$ cat src/rtl/sam_pkg.sv
// shared types and constants of the spi adc master
`default_nettype none

package sam_pkg;

   localparam int MAX_TX_BYTES_DEF = 4;
   localparam int MAX_RX_BYTES_DEF = 4;
   localparam int RESET_BYTES_DEF  = 9;

   localparam int CONV_GAP_TICKS = 10;
   localparam int GAP_W          = 4;

   localparam int CSR_ADDR_W = 3;
   localparam int CSR_DATA_W = 32;

   localparam int REQ_DATA_W = 8;
   localparam int RSP_DATA_W = 56;

   // result word layout
   localparam int RSP_CS_N_BIT  = 0;
   localparam int RSP_SCLK_BIT  = 1;
   localparam int RSP_MOSI_BIT  = 2;
   localparam int RSP_BUSY_BIT  = 3;
   localparam int RSP_VALID_BIT = 4;
   localparam int RSP_WORD_LSB  = 5;
   localparam int RSP_INDEX_LSB = 37;
   localparam int RSP_DONE_BIT  = 53;

   typedef enum logic [CSR_ADDR_W-1:0] {
      CSR_MODE        = 3'd0,
      CSR_TX_COUNT    = 3'd1,
      CSR_TX_BYTES    = 3'd2,
      CSR_RX_COUNT    = 3'd3,
      CSR_CONVERSIONS = 3'd4
   } csr_addr_type;

   typedef enum logic [1:0] {
      MODE_RESET  = 2'd0,
      MODE_WRITE  = 2'd1,
      MODE_SINGLE = 2'd2,
      MODE_CONT   = 2'd3
   } mode_type;

   typedef enum logic [3:0] {
      PH_IDLE  = 4'd0,
      PH_TX    = 4'd1,
      PH_TXGAP = 4'd2,
      PH_RX    = 4'd3,
      PH_RXGAP = 4'd4,
      PH_WHI   = 4'd5,
      PH_WLO   = 4'd6,
      PH_CGAP  = 4'd7,
      PH_END   = 4'd8
   } phase_type;

endpackage

`default_nettype wire

$ cat src/rtl/spi_adc_master_unit.sv
// spi adc master: half-bit tick sequencer with registered result word
// result: the result word of an accepted tick is registered and shows on rsp_tdata in the next cycle
// throughput: one tick per clock while the downstream side keeps taking results; the output
// register frees itself in the cycle the downstream side takes the pending result
// reset: synchronous, clears the sequencer to idle with cs high, clock high,
// mosi low, and loads the register defaults
`default_nettype none

module spi_adc_master_unit
   import sam_pkg::*;
#(
   parameter int MAX_TX_BYTES = MAX_TX_BYTES_DEF,
   parameter int MAX_RX_BYTES = MAX_RX_BYTES_DEF,
   parameter int RESET_BYTES  = RESET_BYTES_DEF
) (
   input  wire logic                  clock,
   input  wire logic                  reset,
   input  wire logic                  req_tvalid,
   output logic                       req_tready,
   input  wire logic [REQ_DATA_W-1:0] req_tdata,  // miso, zero fill
   input  wire logic                  req_tuser,  // cmd
   output logic                       rsp_tvalid,
   input  wire logic                  rsp_tready,
   // cs_n, sclk, mosi, busy_res, word_valid, rx_word, word_index, done_res, zero fill
   output logic [RSP_DATA_W-1:0]      rsp_tdata,
   input  wire logic                  csr_we,
   input  wire logic [CSR_ADDR_W-1:0] csr_addr,
   input  wire logic [CSR_DATA_W-1:0] csr_wdata
);

   localparam int BYTE_W = $clog2(RESET_BYTES);
   localparam int CMP_W  = BYTE_W + 1;
   localparam int TX_CAP = (MAX_TX_BYTES < 4) ? MAX_TX_BYTES : 4;

   // configuration registers
   mode_type     mode_ff;
   logic [2:0]   tx_count_ff;
   logic [31:0]  tx_bytes_ff;
   logic [2:0]   rx_count_ff;
   logic [15:0]  conversions_ff;

   // sequencer state
   phase_type         phase_ff, phase_in;
   mode_type          run_mode_ff, run_mode_in;
   logic [BYTE_W-1:0] byte_idx_ff, byte_idx_in;
   logic [2:0]        bit_cnt_ff, bit_cnt_in;
   logic              half_ff, half_in;
   logic [31:0]       tx_shift_ff, tx_shift_in;
   logic [31:0]       rx_shift_ff, rx_shift_in;
   logic [15:0]       conv_cnt_ff, conv_cnt_in;
   logic [GAP_W-1:0]  gap_cnt_ff, gap_cnt_in;
   logic              cs_ff, cs_in;
   logic              clk_ff, clk_in;
   logic              mosi_ff, mosi_in;

   // result register
   logic                  rsp_valid_ff, rsp_valid_in;
   logic [RSP_DATA_W-1:0] rsp_data_ff;

   logic        req_fire;
   logic        cmd, miso;
   logic        word_valid;
   logic [31:0] word;
   logic [15:0] word_index;
   logic        done;

   mode_type         sel_mode;
   logic [2:0]       tx_cnt_sat;
   logic [CMP_W-1:0] tx_len;
   logic [CMP_W-1:0] rx_len;
   logic [CMP_W-1:0] byte_next;
   logic [31:0]      tx_load;
   logic [15:0]      conv_eff;
   logic [16:0]      conv_next;

   assign cmd  = req_tuser;
   assign miso = req_tdata[0];

   assign req_tready = !rsp_valid_ff || rsp_tready;
   assign req_fire   = req_tvalid && req_tready;

   always_ff @(posedge clock) begin
      if (reset) begin
         mode_ff        <= MODE_RESET;
         tx_count_ff    <= 3'd1;
         tx_bytes_ff    <= '0;
         rx_count_ff    <= 3'd3;
         conversions_ff <= 16'd1;
      end else if (csr_we) begin
         unique case (csr_addr)
            CSR_MODE:        mode_ff        <= mode_type'(csr_wdata[1:0]);
            CSR_TX_COUNT:    tx_count_ff    <= csr_wdata[2:0];
            CSR_TX_BYTES:    tx_bytes_ff    <= csr_wdata[31:0];
            CSR_RX_COUNT:    rx_count_ff    <= csr_wdata[2:0];
            CSR_CONVERSIONS: conversions_ff <= csr_wdata[15:0];
            default: ;
         endcase
      end
   end

   // lengths read the live registers, the mode is latched at start
   assign sel_mode   = (phase_ff == PH_IDLE) ? mode_ff : run_mode_ff;
   assign tx_cnt_sat = (tx_count_ff > 3'(TX_CAP)) ? 3'(TX_CAP) : tx_count_ff;
   assign tx_len     = (sel_mode == MODE_RESET) ? CMP_W'(RESET_BYTES) : CMP_W'(tx_cnt_sat);
   assign rx_len     = (rx_count_ff == 3'd0) ? CMP_W'(1) :
                       (rx_count_ff > 3'(MAX_RX_BYTES)) ? CMP_W'(MAX_RX_BYTES) :
                       CMP_W'(rx_count_ff);
   assign byte_next  = CMP_W'(byte_idx_ff) + CMP_W'(1);
   assign conv_eff   = (conversions_ff == 16'd0) ? 16'd1 : conversions_ff;
   assign conv_next  = {1'b0, conv_cnt_ff} + 17'd1;

   always_comb begin
      case (tx_cnt_sat)
         3'd1:    tx_load = tx_bytes_ff << 24;
         3'd2:    tx_load = tx_bytes_ff << 16;
         3'd3:    tx_load = tx_bytes_ff << 8;
         default: tx_load = tx_bytes_ff;
      endcase
   end

   always_ff @(posedge clock) begin
      if (reset) begin
         phase_ff    <= PH_IDLE;
         run_mode_ff <= MODE_RESET;
         byte_idx_ff <= '0;
         bit_cnt_ff  <= '0;
         half_ff     <= 1'b0;
         tx_shift_ff <= '0;
         rx_shift_ff <= '0;
         conv_cnt_ff <= '0;
         gap_cnt_ff  <= '0;
         cs_ff       <= 1'b1;
         clk_ff      <= 1'b1;
         mosi_ff     <= 1'b0;
      end else if (req_fire) begin
         phase_ff    <= phase_in;
         run_mode_ff <= run_mode_in;
         byte_idx_ff <= byte_idx_in;
         bit_cnt_ff  <= bit_cnt_in;
         half_ff     <= half_in;
         tx_shift_ff <= tx_shift_in;
         rx_shift_ff <= rx_shift_in;
         conv_cnt_ff <= conv_cnt_in;
         gap_cnt_ff  <= gap_cnt_in;
         cs_ff       <= cs_in;
         clk_ff      <= clk_in;
         mosi_ff     <= mosi_in;
      end
   end

   always_comb begin
      phase_in    = phase_ff;
      run_mode_in = run_mode_ff;
      byte_idx_in = byte_idx_ff;
      bit_cnt_in  = bit_cnt_ff;
      half_in     = half_ff;
      tx_shift_in = tx_shift_ff;
      rx_shift_in = rx_shift_ff;
      conv_cnt_in = conv_cnt_ff;
      gap_cnt_in  = gap_cnt_ff;
      cs_in       = cs_ff;
      clk_in      = clk_ff;
      mosi_in     = mosi_ff;
      word_valid  = 1'b0;
      word        = '0;
      word_index  = '0;
      done        = 1'b0;

      unique case (phase_ff)
         PH_IDLE: begin
            if (cmd) begin
               run_mode_in = mode_ff;
               cs_in       = 1'b0;
               conv_cnt_in = '0;
               if (mode_ff != MODE_WRITE) mosi_in = 1'b1;
               if (mode_ff == MODE_SINGLE) clk_in = 1'b0;
               if (mode_ff == MODE_CONT) begin
                  phase_in = PH_WHI;
               end else begin
                  byte_idx_in = '0;
                  bit_cnt_in  = '0;
                  half_in     = 1'b0;
                  if (tx_len == '0) begin
                     if (mode_ff == MODE_SINGLE) begin
                        rx_shift_in = '0;
                        phase_in    = PH_RX;
                     end else begin
                        phase_in = PH_END;
                     end
                  end else begin
                     if (mode_ff != MODE_RESET) tx_shift_in = tx_load;
                     phase_in = PH_TX;
                  end
               end
            end
         end
         PH_TX: begin
            if (!half_ff) begin
               clk_in  = 1'b0;
               mosi_in = (run_mode_ff == MODE_RESET) ? 1'b1 : tx_shift_ff[31];
               half_in = 1'b1;
            end else begin
               clk_in      = 1'b1;
               tx_shift_in = {tx_shift_ff[30:0], 1'b0};
               half_in     = 1'b0;
               if (bit_cnt_ff == 3'd7) begin
                  bit_cnt_in = '0;
                  phase_in   = PH_TXGAP;
               end else begin
                  bit_cnt_in = bit_cnt_ff + 3'd1;
               end
            end
         end
         PH_TXGAP: begin
            clk_in = 1'b1;
            if (byte_next >= tx_len) begin
               if (run_mode_ff == MODE_SINGLE || run_mode_ff == MODE_CONT) begin
                  byte_idx_in = '0;
                  bit_cnt_in  = '0;
                  half_in     = 1'b0;
                  rx_shift_in = '0;
                  phase_in    = PH_RX;
               end else begin
                  phase_in = PH_END;
               end
            end else begin
               byte_idx_in = byte_next[BYTE_W-1:0];
               phase_in    = PH_TX;
            end
         end
         PH_RX: begin
            mosi_in = (run_mode_ff == MODE_CONT);
            if (!half_ff) begin
               clk_in  = 1'b0;
               half_in = 1'b1;
            end else begin
               clk_in      = 1'b1;
               rx_shift_in = {rx_shift_ff[30:0], miso};
               half_in     = 1'b0;
               if (bit_cnt_ff == 3'd7) begin
                  bit_cnt_in = '0;
                  phase_in   = PH_RXGAP;
               end else begin
                  bit_cnt_in = bit_cnt_ff + 3'd1;
               end
            end
         end
         PH_RXGAP: begin
            clk_in = 1'b1;
            if (byte_next >= rx_len) begin
               word_valid = 1'b1;
               word       = rx_shift_ff;
               word_index = conv_cnt_ff;
               if (run_mode_ff == MODE_CONT) begin
                  gap_cnt_in = '0;
                  phase_in   = PH_CGAP;
               end else begin
                  phase_in = PH_END;
               end
            end else begin
               byte_idx_in = byte_next[BYTE_W-1:0];
               phase_in    = PH_RX;
            end
         end
         PH_CGAP: begin
            if ({1'b0, gap_cnt_ff} + (GAP_W+1)'(1) >= (GAP_W+1)'(CONV_GAP_TICKS)) begin
               gap_cnt_in = '0;
               if (conv_next >= {1'b0, conv_eff}) begin
                  phase_in = PH_END;
               end else begin
                  conv_cnt_in = conv_next[15:0];
                  phase_in    = PH_WHI;
               end
            end else begin
               gap_cnt_in = gap_cnt_ff + GAP_W'(1);
            end
         end
         PH_WHI: begin
            if (miso) phase_in = PH_WLO;
         end
         PH_WLO: begin
            if (!miso) begin
               byte_idx_in = '0;
               bit_cnt_in  = '0;
               half_in     = 1'b0;
               if (tx_len == '0) begin
                  rx_shift_in = '0;
                  phase_in    = PH_RX;
               end else begin
                  tx_shift_in = tx_load;
                  phase_in    = PH_TX;
               end
            end
         end
         default: begin
            cs_in    = 1'b1;
            clk_in   = 1'b1;
            mosi_in  = 1'b0;
            done     = 1'b1;
            phase_in = PH_IDLE;
         end
      endcase
   end

   always_comb begin
      rsp_valid_in = rsp_valid_ff && !rsp_tready;
      if (req_fire) rsp_valid_in = 1'b1;
   end

   always_ff @(posedge clock) begin
      if (reset) begin
         rsp_valid_ff <= 1'b0;
      end else begin
         rsp_valid_ff <= rsp_valid_in;
      end
   end

   always_ff @(posedge clock) begin
      if (req_fire) begin
         rsp_data_ff <= {2'b00, done, word_index, word, word_valid,
                         (phase_in != PH_IDLE), mosi_in, clk_in, cs_in};
      end
   end

   assign rsp_tvalid = rsp_valid_ff;
   assign rsp_tdata  = rsp_data_ff;

   a_cs_low_when_busy: assert property (@(posedge clock) disable iff (reset)
      (phase_ff != PH_IDLE) |-> !cs_ff)
      else $error("chip select high during a transaction");

   a_half_in_shift: assert property (@(posedge clock) disable iff (reset)
      half_ff |-> (phase_ff == PH_TX || phase_ff == PH_RX))
      else $error("half bit flag set outside a shift phase");

   a_hold_without_tick: assert property (@(posedge clock) disable iff (reset)
      !req_fire |=> $stable(phase_ff) && $stable(conv_cnt_ff))
      else $error("sequencer moved without an accepted tick");

   a_word_then_gap: assert property (@(posedge clock) disable iff (reset)
      (req_fire && word_valid) |=> (phase_ff == PH_CGAP || phase_ff == PH_END))
      else $error("reading delivered outside the last reply gap");

endmodule

`default_nettype wire

$ cat config.mk
export PLATFORM = sky130hd
export DESIGN_NAME = spi_adc_master_unit
export DESIGN_NICKNAME = d
export VERILOG_FILES = /design/src/rtl/sam_pkg.sv /design/src/rtl/spi_adc_master_unit.sv
export SDC_FILE = /design/constraint.sdc
export NUM_CORES = 1
export LEC_CHECK = 0
export ABC_AREA = 1
export BUFFER_PORTS_ARGS = -buffer_cell sky130_fd_sc_hd__buf_2
export CAP_MARGIN = 20
export CORE_MARGIN = 4
export CORE_UTILIZATION = 54
export DETAILED_ROUTE_END_ITERATION = 16
export HOLD_SLACK_MARGIN = 0.15
export PLACE_DENSITY = 0.82
export SLEW_MARGIN = 20
export SYNTH_ARGS = -nofsm -noshare
export SYNTH_HDL_FRONTEND = slang
export SYNTH_SLANG_ARGS = --single-unit
$ cat constraint.sdc
create_clock -name clock -period 2.45 [get_ports clock]
set_input_delay 0.245 -clock clock [delete_from_list [all_inputs] [get_ports clock]]
set_output_delay 0.245 -clock clock [all_outputs]
set_load 0.01 [all_outputs]
==> results.yml, run 1 <==
setup_path:
  path_cells: "ha_4 > nand2_4 > nor2_4 > nand2_4 > nor3_4 > xor2_1 > inv_1 > ha_4 > nand2_4 > nor2_4 > nand2_2 > buf_4 > o21bai_1 > nand2_1 > nand4_1 > nand4_1 > nor2_1 > nand2_1"
  cp_top_family: "simple AND/OR/NAND/NOR gates"
  critPathArrivalTime_ps: 3070
  criticalPathCategory: "flop to flop"
  worst-path-buf-inv: 2
  cpMostUsedCell: "nand2_4"
  critPathRequiredTime_ps: 2720
  startpoint_type: "flop"
  max_stage_delay_ps: 380
  end_kind: "flop"
  cp_max_fo: 3
  r2r_slack_ps: -350
  slowest_stage: "dfxtp_4"
yosys:
  synth.top_cell.area_share_pct: 30.4
  yosysTopAreaCell: "dfxtp_1"
  synth-compound-area-share_pct: 14.5
  netlist_instances: 1390
  yosysWarnings: 0
  synthSimpleGateAreaFrac_pct: 24.6
  avgSynthCellArea_um2: 7.47
  synth_top_family_by_area: "simple AND/OR/NAND/NOR gates"
  ys_seq_elements: 212
  synth_area_leaders: "dfxtp_1 (30%), edfxtp_1 (16%), nand2_1 (9.8%)"
  syn_area_mm2: 0.0104
  yosys.area_share.adder_pct: 3.49
  synth.distinct_cells: 47
  yosysSeqAreaShare_pct: 46.1
  synthXorXnorAreaFrac_pct: 1.18
  synthMuxAreaShare_pct: 0.771
layout:
  antenna_cells: 0
  finalNetCount: 1665
  multiInputGateArea_mm2: 0.00490
  ff_latch_area_mm2: 0.00480
  n_fill_cell: 1459
  area_delta_synth_final_pct: 27.0
  layout.cells.non_filler: 1864
  drive_gt1_share_pct: 19.6
sta:
  period_share_pct: 114
  fin_skew_ps: 16.8
  relSlewSlack_pct: 62.7
  setup_viol_count_final: 20
  worstMarginPinSlew_ps: 559
  layout_setup_ws_ps: -351
  hold_slack_ps: 183
  period_minus_slack_ps: 2800
  slew_viol_final: 0
  hold_violations: 0
  fin_setup_tns_ps: -5810
  rsz0062_at_grt: "yes"
  fmax_mhz: 357
grt:
  grt_overflow: 0
  grt_pass1_wl_mm: 43.9
  antenna_found_initial: 0
  grt_max_degree: 47
  track_usage_pct: 24.0
  grt_pass1_vias: 9345
routing:
  ant_nets: 0
  drc: 0
  first_pass_iters: 6
  routed_wl_mm: 27.1
  wl_per_cell_um: 14.6
  vias_per_cell: 5.34
  vias: 9953
  drtIter0Drc: 859
clocking:
  htreeDepth: 1
  clock_sinks: 212
  clock_latency_ps: 520
  cts_tree: "done"
  cts_inserted_buffers: 23
  clock-root-buffer: "clkbuf_16"
  clk_pin_slew_ps: 60
  cts_max_path_buffers: 3
placement:
  hpwl_mm: 17.7
  place_inst: 1769
  place_congestion: 0.927
  port_buffers: 97
  dp_slack_ps: -331
power_and_ir_drop:
  ir_drop_mv: 0.780
  total_power_mw: 8.56
  cellPowerDensity_mw_per_mm2: 649
  p_leak_nw: 5.53
run_status:
  violations: "negative setup slack"
  status: "complete, but fails checks"
floorplanning:
  die_w_um: 147
  row_count: 50
  io-pin-count: 107
  initial_utilization_pct: 55.2
  die_area_mm2: 0.0215
  core_area_mm2: 0.0188
  chipHeight_um: 147
min_path:
  min_path_type: "primary input to flop"
flow_run:
  cap_violations: 0
cell usage after synthesis (all sizes together):
master / n
a21o: 2
a21oi: 110
a221o: 1
a221oi: 3
a22oi: 4
a32o: 1
a41o: 1
and3: 1
buf: 20
clkbuf: 45
clkinv: 3
conb: 1
dfxtp: 158
edfxtp: 54
ha: 29
inv: 171
mux2i: 8
nand2: 276
nand3: 53
nand3b: 4
nand4: 31
nor2: 238
nor3: 8
nor4: 4
o2111ai: 3
o211a: 2
o211ai: 8
o21ai: 121
o21bai: 1
o221ai: 5
o22ai: 9
or2: 1
xor2: 14
final timing paths:
path / from / endpoint / depth (start not counted)
setup / recovery: conv_cnt_ff[0]$_SDFFE_PP0P_ / rsp_tdata[3]$_DFFE_PP_ / 18
hold / removal: csr_addr[0] / tx_bytes_ff[30]$_SDFFE_PP0P_ / 4
setup reg to reg: conv_cnt_ff[0]$_SDFFE_PP0P_ / rsp_tdata[3]$_DFFE_PP_ / 18
hold reg to reg: tx_bytes_ff[31]$_SDFFE_PP0P_ / tx_bytes_ff[31]$_SDFFE_PP0P_ / 2
routing by layer:
layer	global-route usage (%)	vias up	wire, µm
met5	0	-	0
met4	9.69	0	939
met3	3.27	79	1660
met2	42.4	381	13400
met1	29.6	4562	11100
li1	-	4931	-
per-stage QoR:
step                util [%]  instance area [µm²]
finish                  70.0                13200
global route            70.0                13200
CTS                     68.5                12900
detailed placement      61.9                11700
global placement        61.9                11700
floorplan                  -                10500
cell usage in the layout (no fill, tap or decap), drive strengths merged, types with 29 or more instances in the layout:
| master | n |
|---|---|
| dlygate4sd3 | 41 |
| nand4 | 31 |
| clkbuf | 31 |
| o21ai | 121 |
| edfxtp | 54 |
| inv | 173 |
| a21oi | 110 |
| nand2 | 276 |
| ha | 29 |
| buf | 192 |
| nor2 | 238 |
| nand3 | 53 |
| dfxtp | 158 |
logic make-up (layout without fill, tap and decap cells):
| kind of cell | after synthesis | after routing |
|---|---|---|
| and+or+nand+nor | 616 | 616 |
| AOI/OAI and AO/OA | 271 | 271 |
| buffers and inverters | 239 | 452 |
| DFF | 212 | 212 |
| adders and majority gates | 29 | 29 |
| xor gates and xnor gates | 14 | 14 |
| muxes | 8 | 8 |
| other | 1 | 2 |
worst min-delay path, cell delays in order:
cell and delay [ps]:
buf_2 110, nor3_2 70, o21ai_0 190, nor2_1 40
registers in the layout, indices dropped and copies added, names as in the netlist, 2 cells and up:
| name | flops |
|---|---|
| bit_cnt_ff | 3 |
| byte_idx_ff | 4 |
| conv_cnt_ff | 16 |
| conversions_ff | 16 |
| gap_cnt_ff | 4 |
| mode_ff | 2 |
| phase_ff | 4 |
| rsp_tdata | 54 |
| run_mode_ff | 2 |
| rx_count_ff | 3 |
| rx_shift_ff | 32 |
| tx_bytes_ff | 32 |
| tx_count_ff | 3 |
| tx_shift_ff | 32 |
power breakdown:
group          internal [mW]  switching (mW)  total [mW]
Sequential              3.79           0.110        3.90
Combinational          0.499           0.784        1.28
Clock                   1.97            1.40        3.38
Total                   6.26            2.30        8.56
area by class of cell:
type                            instances  area share, %
Multi-Input combinational cell        940           37.1
Timing Repair Buffer                  236           13.5
Inverter                              174           4.98
Clock buffer                           28           4.58
Sequential cell                       212           36.4
Clock inverter                         14          0.987
Tap cell                              260           2.47
timing repair:
item,in CTS,in global routing
hold buffers,41,0
pin swaps,17,24
endpoints found under the hold margin,57,0
setup buffers,3,6
gates resized for setup,19,45
gates cloned,0,3
setup endpoints to repair,54,62
(Power assumes the default switching activity.)
==> run 2, diff against run 1 <==
CORE_MARGIN = default   (was 4)
CTS_CLUSTER_DIAMETER = 150   (was default)
PLACE_DENSITY = default   (was 0.82)
PLACE_DENSITY_LB_ADDON = 0.05   (was default)
==> run 2 against run 1 <==
The flow still finishes with violations (negative setup slack); first-iteration DRC count fell by 35%; wire length fell by 2.3%; flip-flop and latch count is the same; sequential share of layout area barely moved.
==> results.yml, run 2 (same netlist as run 1, synthesis figures left out) <==
run_status:
  status: "complete, but fails checks"
  violations: "negative setup slack"
setup_path:
  critPathArrivalTime_ps: 2980
  critPathRequiredTime_ps: 2710
  cp_max_fo: 4
  startpoint_type: "flop"
  end_kind: "flop"
  criticalPathCategory: "flop to flop"
grt:
  grt_pass1_vias: 8906
  grt_max_degree: 52
  track_usage_pct: 26.2
  antenna_found_initial: 0
  grt_pass1_wl_mm: 42.5
  grt_overflow: 0
sta:
  setup_viol_count_final: 20
  hold_slack_ps: 280
  period_minus_slack_ps: 2720
  slew_viol_final: 0
  worstMarginPinSlew_ps: 638
  layout_setup_ws_ps: -266
  period_share_pct: 111
  hold_violations: 0
  fmax_mhz: 368
  rsz0062_at_grt: "yes"
  fin_skew_ps: 11.5
  relSlewSlack_pct: 57.5
layout:
  post-route-util_pct: 70.3
  drive_gt1_share_pct: 19.8
  finalNetCount: 1669
  largest_reg_flops: 54
  final_common_cell: "nand2_1"
  layout_common_cells: "nand2_1 (256), nor2_1 (220), inv_1 (163)"
  antenna_cells: 0
  area_delta_synth_final_pct: 26.9
floorplanning:
  die_w_um: 141
  core_area_mm2: 0.0188
  initial_utilization_pct: 55.4
  row_count: 50
  chipHeight_um: 141
  io-pin-count: 107
  die_area_mm2: 0.0198
routing:
  vias: 9718
  vias_per_cell: 5.28
  drtIter0Drc: 561
  wl_per_cell_um: 14.4
  drc: 0
  maxUsedRoutingLayer: "met4"
  routed_wl_mm: 26.5
  ant_nets: 0
  wl_met3_mm: 1.07
  wl_met2_mm: 13.1
  wl_met1_mm: 11.9
  first_pass_iters: 5
placement:
  port_buffers: 97
  hpwl_mm: 17.6
  place_congestion: 0.954
flow_run:
  cap_violations: 0
clocking:
  clock_latency_ps: 510
  clock-root-buffer: "clkbuf_16"
  cts_max_path_buffers: 3
  clk_pin_slew_ps: 60
  clock_sinks: 212
  cts_tree: "done"
  htreeDepth: 1
  cts_inserted_buffers: 23
power_and_ir_drop:
  total_power_mw: 8.45
  p_leak_nw: 5.52
  ir_drop_mv: 0.621
  cellPowerDensity_mw_per_mm2: 641
min_path:
  min_path_type: "primary input to flop"
## run 2: changes by cell type in the layout (fill, tap and decap cells not counted), sizes merged
cell,delta
clkbuf,+6
buf,+4
bufinv,-2
clkinv,-4
clkinvlp,-3
## run 2: where the power goes
| part | switching (mW) | internal [mW] | total, mW |
|---|---|---|---|
| Clock | 1.36 | 1.92 | 3.28 |
| Combinational | 0.768 | 0.508 | 1.28 |
| Sequential | 0.109 | 3.79 | 3.90 |
| Total | 2.24 | 6.22 | 8.45 |
## run 2: area by class of cell
type	instances	area (µm²)
well taps	234	293
repair buffers	240	1810
fillers	1574	5580
multi-input cells	940	4920
clock inverters	5	27.5
clock buffers	34	687
flip-flops and latches	212	4800
inverters	174	657
## run 2: path summary, 6_finish.rpt
check | slack (ps) | from | endpoint | cells past startpoint
max | -270 | conv_cnt_ff[0]$_SDFFE_PP0P_ | rsp_tdata[3]$_DFFE_PP_ | 21
min | 280 | reset | conversions_ff[0]$_SDFFE_PP1P_ | 3
min reg2reg | 460 | tx_bytes_ff[29]$_SDFFE_PP0P_ | tx_bytes_ff[29]$_SDFFE_PP0P_ | 2
max reg2reg | -270 | conv_cnt_ff[0]$_SDFFE_PP0P_ | rsp_tdata[3]$_DFFE_PP_ | 21
## run 2: repair_timing
action,4_1_cts,5_1_grt
endpoints found under the setup margin,33,63
endpoints found under the hold margin,58,0
buffers inserted,3,6
pin swaps,21,28
hold buffers,41,0
gates resized for setup,27,33
gates cloned,0,4
## run 2: stage by stage
step	TNS [ps]	worst slack, ps	std cells	instance area [µm²]
global route	-7900	-438	1839	13200
floorplan	-4040	-115	1391	10500
detailed placement	-5210	-361	1746	11600
CTS	-2510	-201	1829	12900
finish	-4270	-266	1839	13200
global placement	-3220	-260	1746	11600
## run 2: layer usage
metal	vias up	global-route usage, %
li1	4938	-
met1	4516	34.2
met2	230	46.3
met3	34	3.16
met4	0	6.41
met5	-	0
## run 2: worst max-delay path, cell delays in order, from the launching register on
cell and delay [ps]:
dfxtp_4 370, ha_4 150, nand2_4 50, nor2_4 140
nand2_4 100, nor3_4 130, xor2_1 180, inv_1 110
ha_4 300, nand2_4 60, nor2_4 100, nand2_2 60
nor2_1 90, nor2_1 50, nor2_1 120, nor2_2 60
nand2_2 100, nand2_2 60, nand2_2 70, nand2_1 50
nor2_1 80, nand2_1 50
